`src/assert_macros.svh`:
```
// assertion helpers used by the rtl datapath
`ifndef ASSERT_MACROS_SVH
`define ASSERT_MACROS_SVH

// checked at every rising edge, quiet while reset is held
`define ASC_ASSERT(label, clk, rst_n, prop, msg) \
    label: assert property (@(posedge clk) disable iff (!rst_n) prop) else $error(msg);

// checked at every rising edge, reset included
`define ASC_ASSERT_ALWAYS(label, clk, prop, msg) \
    label: assert property (@(posedge clk) prop) else $error(msg);

`endif

```
`src/asc_pkg.sv`:
```
package asc_pkg;

    // table geometry
    localparam int MAX_SPANS = 64;
    localparam int SLOT_W    = (MAX_SPANS > 1) ? $clog2(MAX_SPANS) : 1;
    localparam int HELD_W    = $clog2(MAX_SPANS + 1);

    // fixed field widths
    localparam int ADDR_W       = 64;
    localparam int KIND_W       = 3;
    localparam int SPAN_INDEX_W = 6;
    localparam int SPAN_COUNT_W = 7;
    localparam int STATUS_W     = 2;

    // request codes
    localparam logic [1:0] REQ_CLEAR = 2'd0;
    localparam logic [1:0] REQ_LOAD  = 2'd1;
    localparam logic [1:0] REQ_QUERY = 2'd2;

    // name classes
    localparam logic [2:0] NAME_EMPTY = 3'd0;
    localparam logic [2:0] NAME_HEAP  = 3'd1;
    localparam logic [2:0] NAME_STACK = 3'd2;
    localparam logic [2:0] NAME_PSEUDO = 3'd3;
    localparam logic [2:0] NAME_FILE  = 3'd4;

    // span kinds
    localparam logic [KIND_W-1:0] KIND_HEAP  = 3'd0;
    localparam logic [KIND_W-1:0] KIND_STACK = 3'd1;
    localparam logic [KIND_W-1:0] KIND_MMAP  = 3'd2;
    localparam logic [KIND_W-1:0] KIND_CODE  = 3'd3;
    localparam logic [KIND_W-1:0] KIND_DATA  = 3'd4;

    // result status
    localparam logic [STATUS_W-1:0] STATUS_OK   = 2'd0;
    localparam logic [STATUS_W-1:0] STATUS_ZERO = 2'd1;
    localparam logic [STATUS_W-1:0] STATUS_FULL = 2'd2;

    typedef struct packed {
        logic [1:0]        req_type;
        logic [ADDR_W-1:0] address;
        logic [ADDR_W-1:0] span_length;
        logic [2:0]        name_class;
        logic              exec_perm;
        logic              region_unnamed;
    } req_word_t;

    typedef struct packed {
        logic                    hit;
        logic [KIND_W-1:0]       kind;
        logic [ADDR_W-1:0]       span_start;
        logic [ADDR_W-1:0]       extent_length;
        logic [SPAN_INDEX_W-1:0] span_index;
        logic [STATUS_W-1:0]     status;
        logic [SPAN_COUNT_W-1:0] span_count;
    } rsp_word_t;

    typedef enum logic [2:0] {
        ST_IDLE,
        ST_SCAN,
        ST_DRAIN,
        ST_FINISH,
        ST_REPLY
    } state_t;

    // controller to datapath
    typedef struct packed {
        logic capture;
        logic scan_step;
        logic finish;
        logic out_load;
    } ctrl_cmd_t;

    // datapath to controller
    typedef struct packed {
        logic query_go;
        logic scan_last;
        logic out_free;
    } ctrl_sts_t;

    // kind of a span from its name class and execute bit
    function automatic logic [KIND_W-1:0] classify(input logic [2:0] name_class,
                                                   input logic exec_perm);
        logic [KIND_W-1:0] k;
        unique case (name_class)
            NAME_HEAP:  k = KIND_HEAP;
            NAME_STACK: k = KIND_STACK;
            NAME_FILE:  k = exec_perm ? KIND_CODE : KIND_DATA;
            default:    k = KIND_MMAP;
        endcase
        return k;
    endfunction

endpackage

```
`src/asc_ctrl.sv`:
```
module asc_ctrl (
    input  logic               clk,
    input  logic               rst_n,
    input  logic               in_valid,
    output logic               in_ready,
    output asc_pkg::ctrl_cmd_t cmd,
    input  asc_pkg::ctrl_sts_t sts
);
    import asc_pkg::*;

    state_t state_reg;
    state_t state_next;
    logic   accept;

    assign accept = in_valid && in_ready;

    // state register
    always_ff @(posedge clk or negedge rst_n)
    begin
        if (!rst_n)
        begin
            state_reg <= ST_IDLE;
        end
        else
        begin
            state_reg <= state_next;
        end
    end

    // next state
    always_comb
    begin
        state_next = state_reg;
        unique case (state_reg)
            ST_IDLE:
            begin
                if (accept)
                begin
                    state_next = sts.query_go ? ST_SCAN : ST_REPLY;
                end
            end
            ST_SCAN:
            begin
                if (sts.scan_last)
                begin
                    state_next = ST_DRAIN;
                end
            end
            ST_DRAIN:  state_next = ST_FINISH;
            ST_FINISH: state_next = ST_REPLY;
            ST_REPLY:
            begin
                if (sts.out_free)
                begin
                    state_next = ST_IDLE;
                end
            end
            default:   state_next = ST_IDLE;
        endcase
    end

    // outputs
    always_comb
    begin
        in_ready      = 1'b0;
        cmd           = '0;
        unique case (state_reg)
            ST_IDLE:
            begin
                in_ready    = 1'b1;
                cmd.capture = in_valid;
            end
            ST_SCAN:   cmd.scan_step = 1'b1;
            ST_DRAIN:  cmd           = '0;
            ST_FINISH: cmd.finish    = 1'b1;
            ST_REPLY:  cmd.out_load  = sts.out_free;
            default:   cmd           = '0;
        endcase
    end

endmodule

```
`config.mk`:
```
export PLATFORM = sky130hd
export DESIGN_NAME = asc_ctrl
export DESIGN_NICKNAME = d
export VERILOG_FILES = /design/src/assert_macros.svh /design/src/asc_pkg.sv /design/src/asc_ctrl.sv
export SDC_FILE = /design/constraint.sdc
export NUM_CORES = 1
export LEC_CHECK = 0
export ABC_AREA = 1
export BUFFER_PORTS_ARGS = -buffer_cell sky130_fd_sc_hd__buf_2
export CORE_AREA = 2 2 39 41
export CTS_CLUSTER_DIAMETER = 80
export DETAILED_ROUTE_END_ITERATION = 10
export DIE_AREA = 0 0 41 43
export PLACE_DENSITY = 0.43
export SLEW_MARGIN = 10
export SYNTH_ARGS = -nofsm -noshare
export SYNTH_HDL_FRONTEND = slang
export SYNTH_SLANG_ARGS = --single-unit
```
`constraint.sdc`:
```
create_clock -name clk -period 1.3 [get_ports clk]
set_input_delay 0 -clock clk [delete_from_list [all_inputs] [get_ports clk]]
set_output_delay 0 -clock clk [all_outputs]
set_load 0.02 [all_outputs]
```
### Yosys cells after proc, flatten, opt, wreduce, memory -nomap -nowiden

Cells that the tools add are included.

* register bits: 3
* input bits: 6
* output and inout bits: 5

* equality and inequality tests: 7
* muxes and demuxes: 10
* reductions and logical operators: 3

Operators by type and width (number)
* one-hot mux 3 bit (5 select lines): 1
* 2-to-1 mux 3 bit: 4
* equality test 3 x 2 -> 1 bit (second input constant): 2
* != test 2 bit (second input constant): 3
* 2-to-1 mux 1 bit: 5
* equality test 3 x 1 -> 1 bit (second input constant): 1
* equality test 3 bit (second input constant): 1
* zero test 3 bit: 1
* AND reduction 3 bit: 1
* logical AND 1 bit: 1

### Longest topological paths before layout

Gate-level depths: netlist of run 1.

* word-level depth: 5
* gate-level depth with buffers: 6
* gate-level depth less buffers: 6

### Least setup slack after synthesis of run 1

Ideal clock, no wire load.

* kind: register to output
* start: register state_reg[1]
* end: output port cmd[0] in the netlist's numbering
* arrival: 1.161 ns
* required time: 1.300 ns
* slack: 0.139 ns
* cell stages (with the launch flop): 2
* path buffers: 0
* cell sequence: dfrtp_1 nor4_1

RTL lines
* start: declaration: line asc_ctrl.sv:11 `state_t state_reg;`
* start signal: assignment: line asc_ctrl.sv:26 `state_reg <= state_next;`
* end: declaration: line asc_ctrl.sv:6 `output asc_pkg::ctrl_cmd_t cmd,`

==> key figures, run 1 <==
Yosys
  • Warnings, synthesis: 0
  • Post-synthesis cell area: 234 µm²
  • Top flip-flop cell by instance count after synthesis: sky130_fd_sc_hd__dfrtp_1
  • Cell with the most instances after synthesis: sky130_fd_sc_hd__inv_1
  • Biggest area contributors in the synthesized netlist: sky130_fd_sc_hd__dfrtp_1 (32%), sky130_fd_sc_hd__inv_1 (16%), sky130_fd_sc_hd__nand3_1 (13%)
  • Syn avg cell area: 6.50 µm²
  • Post-synthesis async set-or-reset flop share: 100%
  • Synth unique cells: 13
  • Yosys reg bits: 3
  • Top cell type by total area after synthesis: sky130_fd_sc_hd__dfrtp_1
  • EDFF count, synth: 0
  • Area share of the largest cell type after synthesis: 32.1%
  • Synthesized netlist cell count: 36
  • Commonest cells in the netlist: sky130_fd_sc_hd__inv_1 (10), sky130_fd_sc_hd__nand2_1 (6), sky130_fd_sc_hd__nand3_1 (6), sky130_fd_sc_hd__dfrtp_1 (3)
  • Sequential element share of the synthesized area: 32.1%
  • Net count after synthesis: 42

Route
  • Routed wire length: 481 µm
  • Routed wire per std cell: 7.29 µm
  • Iteration-0 DRC Markers: 3
  • Number of nets with antenna violations after routing: 0
  • # DRC: 0
  • Via count: 258
  • TritonRoute pass-1 iters: 2
  • Detailed-route vias per instance: 3.91

Cells and area
  • Number of nets in the final layout: 57
  • Multi-input gate area in the final layout: 115 µm²
  • Final-layout fill cell count: 165
  • Seq. cell area: 75.1 µm²
  • Inserted Diodes: 0
  • Final core occ: 24.4%
  • Share of layout cells above drive strength 1: 36.0%
  • Flip-flop count of the largest register after layout: 3
  • Area Growth Syn to Fin: 44.4%

Pwr
  • Worst vdd ir: 0.717 mV
  • Power Dens Cells: 2190 nW/µm²
  • Leakage power summed over all cells: 0.000217 µW

Critical path
  • Worst stage delay on the critical path: 450 ps
  • Category of cells accounting for the largest share of critical-path delay: flip-flops
  • Worst endpoint required time: 1300 ps
  • Largest fanout on the critical path: 6
  • Data arrival time at the worst-slack endpoint: 1180 ps
  • Buffers and inverters on the worst path: 1
  • Series of cell instances along the critical path: nor4_1 > buf_2
  • Kind of capture point of the worst setup path: output pin
  • Worst setup SP type: register
  • Startpoint of the most critical setup path: state_reg[1]$_DFFE_PN0P_
  • Type of the worst setup path: reg2out
  • Startpoint of the lowest-slack register-to-register path: state_reg[1]$_DFFE_PN0P_
  • Standard cell with the maximum stage delay on the critical path: sky130_fd_sc_hd__dfrtp_1

Global route
  • Largest net degree at the start of global routing: 10
  • Vias in the first global route: 226
  • Total global routing track utilization: 7.35%
  • Global-route wire length before repair: 834 µm
  • Remaining global-route overflow: 0
  • Antenna violations before repair: 0

STA
  • Setup repair after global routing missed its margin: no
  • Maximum clock skew at final layout: 1.35 ps
  • Max transition margin: 84.5%
  • Final Max Slew Viols: 0
  • Setup_tns: 0 ps
  • Hold Violations, Final: 0
  • Worst-margin pin slew: 233 ps
  • Post-layout minimum cycle time: 1180 ps
  • Achievable frequency: 849 MHz
  • Tcrit/Tclk final: 90.6%
  • Final count of negative-setup-slack endpoints: 0

Clock tree
  • Htree depth: 1
  • CTS tree: built
  • Max Root-Sink Buffers: 2
  • Latest clock arrival within the worst-skew pair: 230 ps
  • Number of buffers added for setup after CTS: 0
  • Sink Count: 3
  • Number of buffers created by CTS: 3
  • Clock Pin Slew Worst Setup and Hold Paths: 40 ps
  • Master cell of the clock root buffer: sky130_fd_sc_hd__clkbuf_4

Floorplan
  • Die boundary height: 43 µm
  • Starting Density: 16.9%
  • Core area: 1380 µm²
  • Die area: 1760 µm²
  • Top-Level Pins: 11
  • Placement row count: 14
  • Die X: 41 µm

Placement
  • Placed wire-length estimate: 406 µm
  • Weighted congestion at the end of routability-driven global placement: 0.668
  • Port bufs: 10

Outcome
  • Status: finished, final reports clean

Min path
  • Type of the tightest min-delay check: in2reg
  • Worst hold start: sts[0]

Run
  • Max capacitance violation total: 0
cells in the final DEF, fill, tap and decap left out:
cell type,n
sky130_fd_sc_hd__buf_2,10
sky130_fd_sc_hd__clkbuf_1,1
sky130_fd_sc_hd__clkbuf_4,3
sky130_fd_sc_hd__dfrtp_1,3
sky130_fd_sc_hd__dlygate4sd3_1,1
sky130_fd_sc_hd__inv_1,10
sky130_fd_sc_hd__inv_2,1
sky130_fd_sc_hd__nand2_1,6
sky130_fd_sc_hd__nand3_1,6
sky130_fd_sc_hd__nand3_2,1
sky130_fd_sc_hd__nor2_1,2
sky130_fd_sc_hd__nor2_2,1
sky130_fd_sc_hd__nor2_4,1
sky130_fd_sc_hd__nor4_1,1
sky130_fd_sc_hd__o211ai_1,1
sky130_fd_sc_hd__o21ai_1,1
sky130_fd_sc_hd__o21ai_2,1
where the power goes:
part | internal, µW | total, µW | switching, µW | leakage (µW)
clock | 115 | 164 | 49.2 | 0.0000150
sequential | 130 | 177 | 47.1 | 0.0000389
combinational | 142 | 397 | 254 | 0.000163
total | 388 | 738 | 351 | 0.000217
layout make-up:
type | instances | share of cell area, %
multi-input cells | 21 | 34.1
flip-flops and latches | 3 | 22.2
repair buffers | 11 | 17.8
inverters | 11 | 12.2
clock buffers | 4 | 7.78
well taps | 16 | 5.93
worst paths after layout:
| check | endpoint | slack [ps] | cells past startpoint |
|---|---|---|---|
| max | cmd[0] | 120 | 2 |
| min | state_reg[2]$_DFFE_PN0P_ | 70 | 4 |
| max reg2reg | state_reg[2]$_DFFE_PN0P_ | 290 | 4 |
| min reg2reg | state_reg[2]$_DFFE_PN0P_ | 570 | 2 |
| max in group asynchronous | state_reg[2]$_DFFE_PN0P_ | 1110 | 2 |
| min in group asynchronous | state_reg[0]$_DFFE_PN0P_ | 90 | 2 |
cell families after synthesis:
group	Yosys count	share of synthesized area, %
buffers and inverters	12	20.9
AO/OA/AOI/OAI	3	9.09
flip-flops	3	32.1
AND/OR/NAND/NOR	18	38.0
worst register-to-register path: cells and delay by family (launching register included):
family | cells | cell delay, ps
and+or+nand+nor | 3 | 390
DFF | 1 | 450
AOI/OAI and AO/OA | 1 | 60
metal layers:
layer	track usage [%]	vias to the layer above	routed length (µm)
met3	4.71	0	36
met5	0	-	0
li1	-	137	-
met2	10.6	8	226
met4	4.00	0	0
met1	7.79	113	219
repair_timing:
action,4_1_cts,5_1_grt
hold buffers,1,0
setup endpoints to repair,0,1
endpoints found under the hold margin,3,0
gates resized for setup,0,1
through the flow:
stage,instance area [µm²],std cells,hold WS (ps),total power (µW),setup slack (ps)
2_1_floorplan,234,36,-296,482,139
3_3_place_gp,297,61,-199,570,211
3_5_place_dp,297,61,-201,567,231
4_1_cts,333,66,66.8,739,74.9
5_1_grt,338,66,85.8,829,20.9
6_report,338,66,67.2,738,123
(Power assumes the default switching activity.)
==> run 2: changes to the inputs <==
Settings changed: CTS_BUF_LIST set to sky130_fd_sc_hd__clkbuf_8.
==> run 2 against run 1 <==
Global-route usage up 0.91 points. First-iteration DRC count unchanged. Wire length up 7.3%. Critical path depth up 2. Sequential power down 4%. Worst hold slack better by 14 ps. Final cell count unchanged. Total power up 13%. Critical path type unchanged.
==> key figures, run 2 (same netlist as run 1, synthesis figures left out) <==
Outcome
  • Status: finished, final reports clean

Critical path
  • Largest fanout on the critical path: 6 (unchanged)
  • Worst setup SP type: register
  • Type of the worst setup path: reg2out
  • Worst endpoint required time: 1300 ps (about the same)
  • Data arrival time at the worst-slack endpoint: 1200 ps (+20 ps)
  • Worst stage delay on the critical path: 430 ps (-20 ps)
  • Standard cell with the maximum stage delay on the critical path: sky130_fd_sc_hd__dfrtp_1
  • Kind of capture point of the worst setup path: output pin
  • Category of cells accounting for the largest share of critical-path delay: flip-flops
  • Series of cell instances along the critical path: nor2_2 > nand2_1 > nor2_1 > buf_2
  • Buffers and inverters on the worst path: 1 (unchanged)

Pwr
  • Part of the power in registers: 20.3% (-3.7 points)
  • Leakage power summed over all cells: 0.000227 µW (+4.8%)
  • Proportion of power drawn by combinational gates: 46.9% (-6.8 points)
  • P_sw: 368 µW (+4.8%)
  • Internal Power: 469 µW (+21%)
  • Clock group share of total power: 32.8% (+10 points)
  • Switching power share of the total: 44.0% (-3.5 points)
  • Power Dens Cells: 2380 nW/µm² (+8.8%)
  • Worst vdd ir: 0.962 mV (+34%)

STA
  • Maximum clock skew at final layout: 2.94 ps (+1.59 ps)
  • Setup_tns: 0 ps (unchanged)
  • Achievable frequency: 836 MHz (-1.6%)
  • Final Max Slew Viols: 0 (unchanged)
  • Post-layout minimum cycle time: 1200 ps (+18.9 ps)
  • Max transition margin: 85.6% (+1.1 points)
  • Hold Violations, Final: 0 (unchanged)
  • Worst-margin pin slew: 215 ps (-18.2 ps)
  • Setup repair after global routing missed its margin: no
  • Tcrit/Tclk final: 92.0% (+1.5 points)
  • Final count of negative-setup-slack endpoints: 0 (unchanged)

Placement
  • Port bufs: 10 (unchanged)
  • Placed wire-length estimate: 406 µm (unchanged)
  • Placed cell areas: 297 µm² (unchanged)
  • Weighted congestion at the end of routability-driven global placement: 0.668 (unchanged)

Cells and area
  • Number of nets in the final layout: 57 (unchanged)
  • Most common cell after layout, fill and taps aside: sky130_fd_sc_hd__inv_1
  • Finished Cell Area: 352 µm² (+4.1%)
  • Flip-flop count of the largest register after layout: 3 (unchanged)
  • Share of layout cells above drive strength 1: 36.0% (unchanged)
  • Leading cell types in the layout, fill and taps excluded: sky130_fd_sc_hd__inv_1 (11), sky130_fd_sc_hd__buf_2 (10), sky130_fd_sc_hd__nand3_1 (6), sky130_fd_sc_hd__nand2_1 (6)
  • Area Growth Syn to Fin: 50.3%
  • Inserted Diodes: 0 (unchanged)

Global route
  • Vias in the first global route: 232 (+2.7%)
  • Antenna violations before repair: 0 (unchanged)
  • Global-route wire length before repair: 876 µm (+5.0%)
  • Remaining global-route overflow: 0 (unchanged)
  • Most crowded layer after global routing: met2
  • Largest net degree at the start of global routing: 10 (unchanged)
  • Total global routing track utilization: 8.26% (+0.91 points)
  • M1 GR Usage: 8.12% (+0.32 points)
  • Global Route met2 Usage: 11.3% (+0.63 points)
  • Routing usage on met3: 4.71% (unchanged)

Clock tree
  • Master cell of the clock root buffer: sky130_fd_sc_hd__clkbuf_8
  • Latest clock arrival within the worst-skew pair: 220 ps (about the same)
  • Htree depth: 1 (unchanged)
  • Hold buffer count at CTS: 1 (unchanged)
  • Sink Count: 3 (unchanged)
  • Clock Pin Slew Worst Setup and Hold Paths: 30 ps (about the same)
  • Max Root-Sink Buffers: 2 (unchanged)
  • CTS tree: built
  • Number of buffers added for setup after CTS: 0 (unchanged)
  • Count of instances resized after the clock tree is built: 0 (unchanged)
  • Number of buffers created by CTS: 3 (unchanged)

Floorplan
  • Die boundary height: 43 µm (unchanged)
  • Placement row count: 14 (unchanged)
  • Die X: 41 µm (unchanged)
  • Core area: 1380 µm² (unchanged)
  • Top-Level Pins: 11 (unchanged)
  • Die area: 1760 µm² (unchanged)
  • Starting Density: 16.9% (unchanged)

Route
  • TritonRoute pass-1 iters: 2 (unchanged)
  • Via count: 262 (+1.6%)
  • # DRC: 0 (unchanged)
  • Detailed-route vias per instance: 3.97 (+1.6%)
  • Routed wire length: 516 µm (+7.3%)
  • Routed wire per std cell: 7.82 µm (+7.3%)
  • Number of nets with antenna violations after routing: 0 (unchanged)
  • Iteration-0 DRC Markers: 3 (unchanged)

Run
  • Max capacitance violation total: 0 (unchanged)

Min path
  • Type of the tightest min-delay check: in2reg
-- run 2: cell count changes in the layout (fill, tap and decap cells not counted), sizes merged --
cell    delta
clkbuf     -1
inv        +1
-- run 2: worst paths after layout --
check	start	to	slack (ps)	depth (start not counted)
min in group asynchronous	rst_n	state_reg[0]$_DFFE_PN0P_	100	2
worst min-delay path	sts[0]	state_reg[2]$_DFFE_PN0P_	80	4
max in group asynchronous	rst_n	state_reg[2]$_DFFE_PN0P_	1090	2
worst min register to register	state_reg[2]$_DFFE_PN0P_	state_reg[2]$_DFFE_PN0P_	570	2
worst max-delay path	state_reg[1]$_DFFE_PN0P_	cmd[3]	100	4
worst max register to register	state_reg[1]$_DFFE_PN0P_	state_reg[2]$_DFFE_PN0P_	240	4
-- run 2: power groups by stage --
stage	clock (µW)	combinational, µW	sequential, µW
global placement	0	398	171
CTS	281	400	170
detailed placement	0	396	171
floorplan	0	315	166
finish	275	392	170
global route	291	451	181
-- run 2: worst reg2reg max path: cells and delay by family, from the launching register on --
| kind | cells | cell delay [ps] |
|---|---|---|
| flip-flops | 1 | 430 |
| AND/OR/NAND/NOR | 3 | 460 |
| AO/OA/AOI/OAI | 1 | 60 |
-- run 2: area by class of cell --
class                           count  area [µm²]
Clock buffer                        3        41.3
Clock inverter                      1        3.75
Fill cell                         166        1030
Inverter                           11        41.3
Multi-Input combinational cell     21         110
Sequential cell                     3        75.1
Tap cell                           16        20.0
Timing Repair Buffer               11        60.1
-- run 2: stage by stage --
stage,power (µW),cells,util (%),worst slack (ps),hold WS (ps)
3_5_place_dp,567,61,21.4,231,-201
4_1_cts,850,66,25.4,87.0,81.5
3_3_place_gp,570,61,21.4,211,-199
6_report,836,66,25.4,104,80.7
5_1_grt,923,66,25.4,17.1,110
2_1_floorplan,482,36,-,139,-296
-- run 2: per-layer routing --
layer | share of wire, % | wire, µm | vias up
li1 | - | - | 137
met2 | 47 | 241 | 6
met5 | 0 | 0 | -
met3 | 5.4 | 28 | 2
met1 | 44 | 225 | 117
met4 | 3.9 | 20 | 0
==> run 3: changes to the inputs <==
==> constraint.sdc (replaced) <==
create_clock -name clk -period 1.3 [get_ports clk]
set_input_delay 0.195 -clock clk [delete_from_list [all_inputs] [get_ports clk]]
set_output_delay 0.195 -clock clk [all_outputs]
set_load 0.02 [all_outputs]
==> run 3 against run 2 <==
The flow now finishes with violations (negative setup slack). Non-clock buffer count up 4. Combinational power up 40%. Register-to-register slack worse by 40 ps. Final area up 18%. Clock power decreased by 3%. Largest cell class unchanged. Worst setup slack worse by 140 ps. Fmax is 10% lower. Highest routed layer unchanged. Critical path depth is 2 lower.
==> key figures, run 3 (same netlist as run 1, synthesis figures left out) <==
Outcome
  • Status: complete, but fails checks
  • Violated checks: negative setup slack

Route
  • TritonRoute pass-1 iters: 4 (+2)
  • Detailed-route vias per instance: 4.01 (+1.1%)
  • Routed wire length: 587 µm (+14%)
  • Routed wire per std cell: 8.39 µm (+7.3%)
  • # DRC: 0 (unchanged)
  • Number of nets with antenna violations after routing: 0 (unchanged)
  • Iteration-0 DRC Markers: 6 (+3)
  • Via count: 281 (+7.3%)

STA
  • Setup repair after global routing missed its margin: yes
  • Worst-margin pin slew: 210 ps (-4.06 ps)
  • Max transition margin: 85.9% (+0.29 points)
  • Final count of negative-setup-slack endpoints: 1 (+1)
  • Post-layout minimum cycle time: 1330 ps (+138 ps)
  • Hold Violations, Final: 0 (unchanged)
  • Tcrit/Tclk final: 103% (+11 points)
  • Maximum clock skew at final layout: 0.636 ps (-2.31 ps)
  • Worst path setup slack after routing: -33.7 ps (-138 ps)
  • Final Max Slew Viols: 0 (unchanged)
  • Achievable frequency: 750 MHz (-10%)

Min path
  • Type of the tightest min-delay check: in2async

Cells and area
  • Share of layout cells above drive strength 1: 50.0% (+14 points)
  • Final-layout fill cell count: 157 (-5.4%)
  • Multi-input gate area in the final layout: 124 µm² (+12%)
  • Flip-flop count of the largest register after layout: 3 (unchanged)
  • Seq. cell area: 77.6 µm² (+3.3%)
  • Number of nets in the final layout: 61 (+7.0%)
  • Final core occ: 29.9% (+4.5 points)
  • Most common cell after layout, fill and taps aside: sky130_fd_sc_hd__inv_1
  • Area Growth Syn to Fin: 77.0%
  • Inserted Diodes: 0 (unchanged)
  • Leading cell types in the layout, fill and taps excluded: sky130_fd_sc_hd__inv_1 (10), sky130_fd_sc_hd__buf_4 (7), sky130_fd_sc_hd__nand3_1 (6), sky130_fd_sc_hd__buf_2 (6), sky130_fd_sc_hd__nand2_1 (5)

Critical path
  • Largest fanout on the critical path: 6 (unchanged)
  • Series of cell instances along the critical path: nor4_2 > buf_4
  • Worst setup SP type: register
  • Buffers and inverters on the worst path: 1 (unchanged)
  • Kind of capture point of the worst setup path: output pin
  • Reg2Reg Capture Point: state_reg[2]$_DFFE_PN0P_
  • Data arrival time at the worst-slack endpoint: 1140 ps (-60 ps)
  • Depth of the worst register-to-register path: 5 (+1)
  • Type of the worst setup path: reg2out
  • Startpoint of the most critical setup path: state_reg[1]$_DFFE_PN0P_
  • Category of cells accounting for the largest share of critical-path delay: flip-flops
  • Worst endpoint required time: 1110 ps (-190 ps)
  • FF-to-FF setup slack: 200 ps (-40 ps)
  • Worst path depth: 2 (-2)
  • Standard cell with the maximum stage delay on the critical path: sky130_fd_sc_hd__dfrtp_2
  • Startpoint of the lowest-slack register-to-register path: state_reg[0]$_DFFE_PN0P_
  • Worst Setup EP: cmd[0]
  • Worst stage delay on the critical path: 450 ps (+20 ps)

Clock tree
  • Number of buffers created by CTS: 3 (unchanged)
  • CTS tree: built
  • Max Root-Sink Buffers: 2 (unchanged)
  • Latest clock arrival within the worst-skew pair: 220 ps (about the same)
  • Htree depth: 1 (unchanged)
  • Clock Pin Slew Worst Setup and Hold Paths: 30 ps (about the same)
  • Sink Count: 3 (unchanged)
  • Master cell of the clock root buffer: sky130_fd_sc_hd__clkbuf_8

Pwr
  • Leakage power summed over all cells: 0.000248 µW (+9.0%)
  • Worst vdd ir: 0.713 mV (-26%)
  • Power Dens Cells: 2440 nW/µm² (+2.6%)

Placement
  • Placed wire-length estimate: 416 µm (+2.4%)
  • Port bufs: 10 (unchanged)
  • Weighted congestion at the end of routability-driven global placement: 0.786 (+18%)
  • Minimum setup slack after placement: 147 ps (-83.8 ps)

Floorplan
  • Starting Density: 16.9% (unchanged)
  • Die area: 1760 µm² (unchanged)
  • Die boundary height: 43 µm (unchanged)
  • Die X: 41 µm (unchanged)
  • Placement row count: 14 (unchanged)
  • Top-Level Pins: 11 (unchanged)
  • Core area: 1380 µm² (unchanged)

Global route
  • Largest net degree at the start of global routing: 10 (unchanged)
  • Vias in the first global route: 223 (-3.9%)
  • Remaining global-route overflow: 0 (unchanged)
  • Total global routing track utilization: 8.24% (-0.017 points)
  • Global-route wire length before repair: 821 µm (-6.3%)
  • Antenna violations before repair: 0 (unchanged)

Run
  • Max capacitance violation total: 0 (unchanged)
## run 3: worst register-to-register path: stages (launching register included)
cell and delay [ps]:
sky130_fd_sc_hd__dfrtp_2 430, sky130_fd_sc_hd__nor2_4 150, sky130_fd_sc_hd__buf_4 120, sky130_fd_sc_hd__nand3_1 110, sky130_fd_sc_hd__nand2_1 110, sky130_fd_sc_hd__o21ai_2 60
## run 3: repair_timing
item                                    in CTS  in global routing
pin swaps                                    0                  2
endpoints found under the setup margin       4                  5
hold buffers                                 1                  0
setup buffers                                0                  4
gates resized for setup                      5                  6
hold endpoints to repair                     3                  0
## run 3: final cells by class
cell class | instances | area share [%]
clock buffers | 3 | 9.97
flip-flops and latches | 3 | 18.7
repair buffers | 15 | 25.1
well taps | 16 | 4.83
inverters | 11 | 10.6
multi-input cells | 21 | 29.9
clock inverters | 1 | 0.906
## run 3: routing by layer
metal / up-vias / track usage [%] / part of all wire [%]
met5: - / 0 / 0
met4: 0 / 12.0 / 4.1
met3: 3 / 4.71 / 6.8
met2: 11 / 10.3 / 50
met1: 119 / 7.10 / 39
li1: 148 / - / -
## run 3: report_power, final
part	internal, µW	switching, µW	leakage (µW)
logic	258	292	0.000185
registers	135	58.5	0.0000361
clock network	201	65.5	0.0000269
## run 3: worst min-delay path by stage
stage,start,endpoint,slack [ps],cells past startpoint
2_1_floorplan,rst_n,state_reg[0]$_DFFE_PN0P_,-100,0
3_3_place_gp,rst_n,state_reg[2]$_DFFE_PN0P_,-7,1
3_5_place_dp,rst_n,state_reg[2]$_DFFE_PN0P_,-7,1
4_1_cts,rst_n,state_reg[2]$_DFFE_PN0P_,300,2
5_1_grt,sts[1],state_reg[0]$_DFFE_PN0P_,320,4
6_report,rst_n,state_reg[1]$_DFFE_PN0P_,300,2
## run 3: through the flow
stage	power [µW]	instances	setup TNS (ps)	hold slack, ps	area [µm²]
2_1_floorplan	490	36	0	-101	240
3_3_place_gp	583	61	0	-7.23	303
3_5_place_dp	578	61	0	-6.50	303
4_1_cts	891	66	-60.9	297	370
5_1_grt	1090	70	-123	316	414
6_report	1010	70	-33.7	300	414
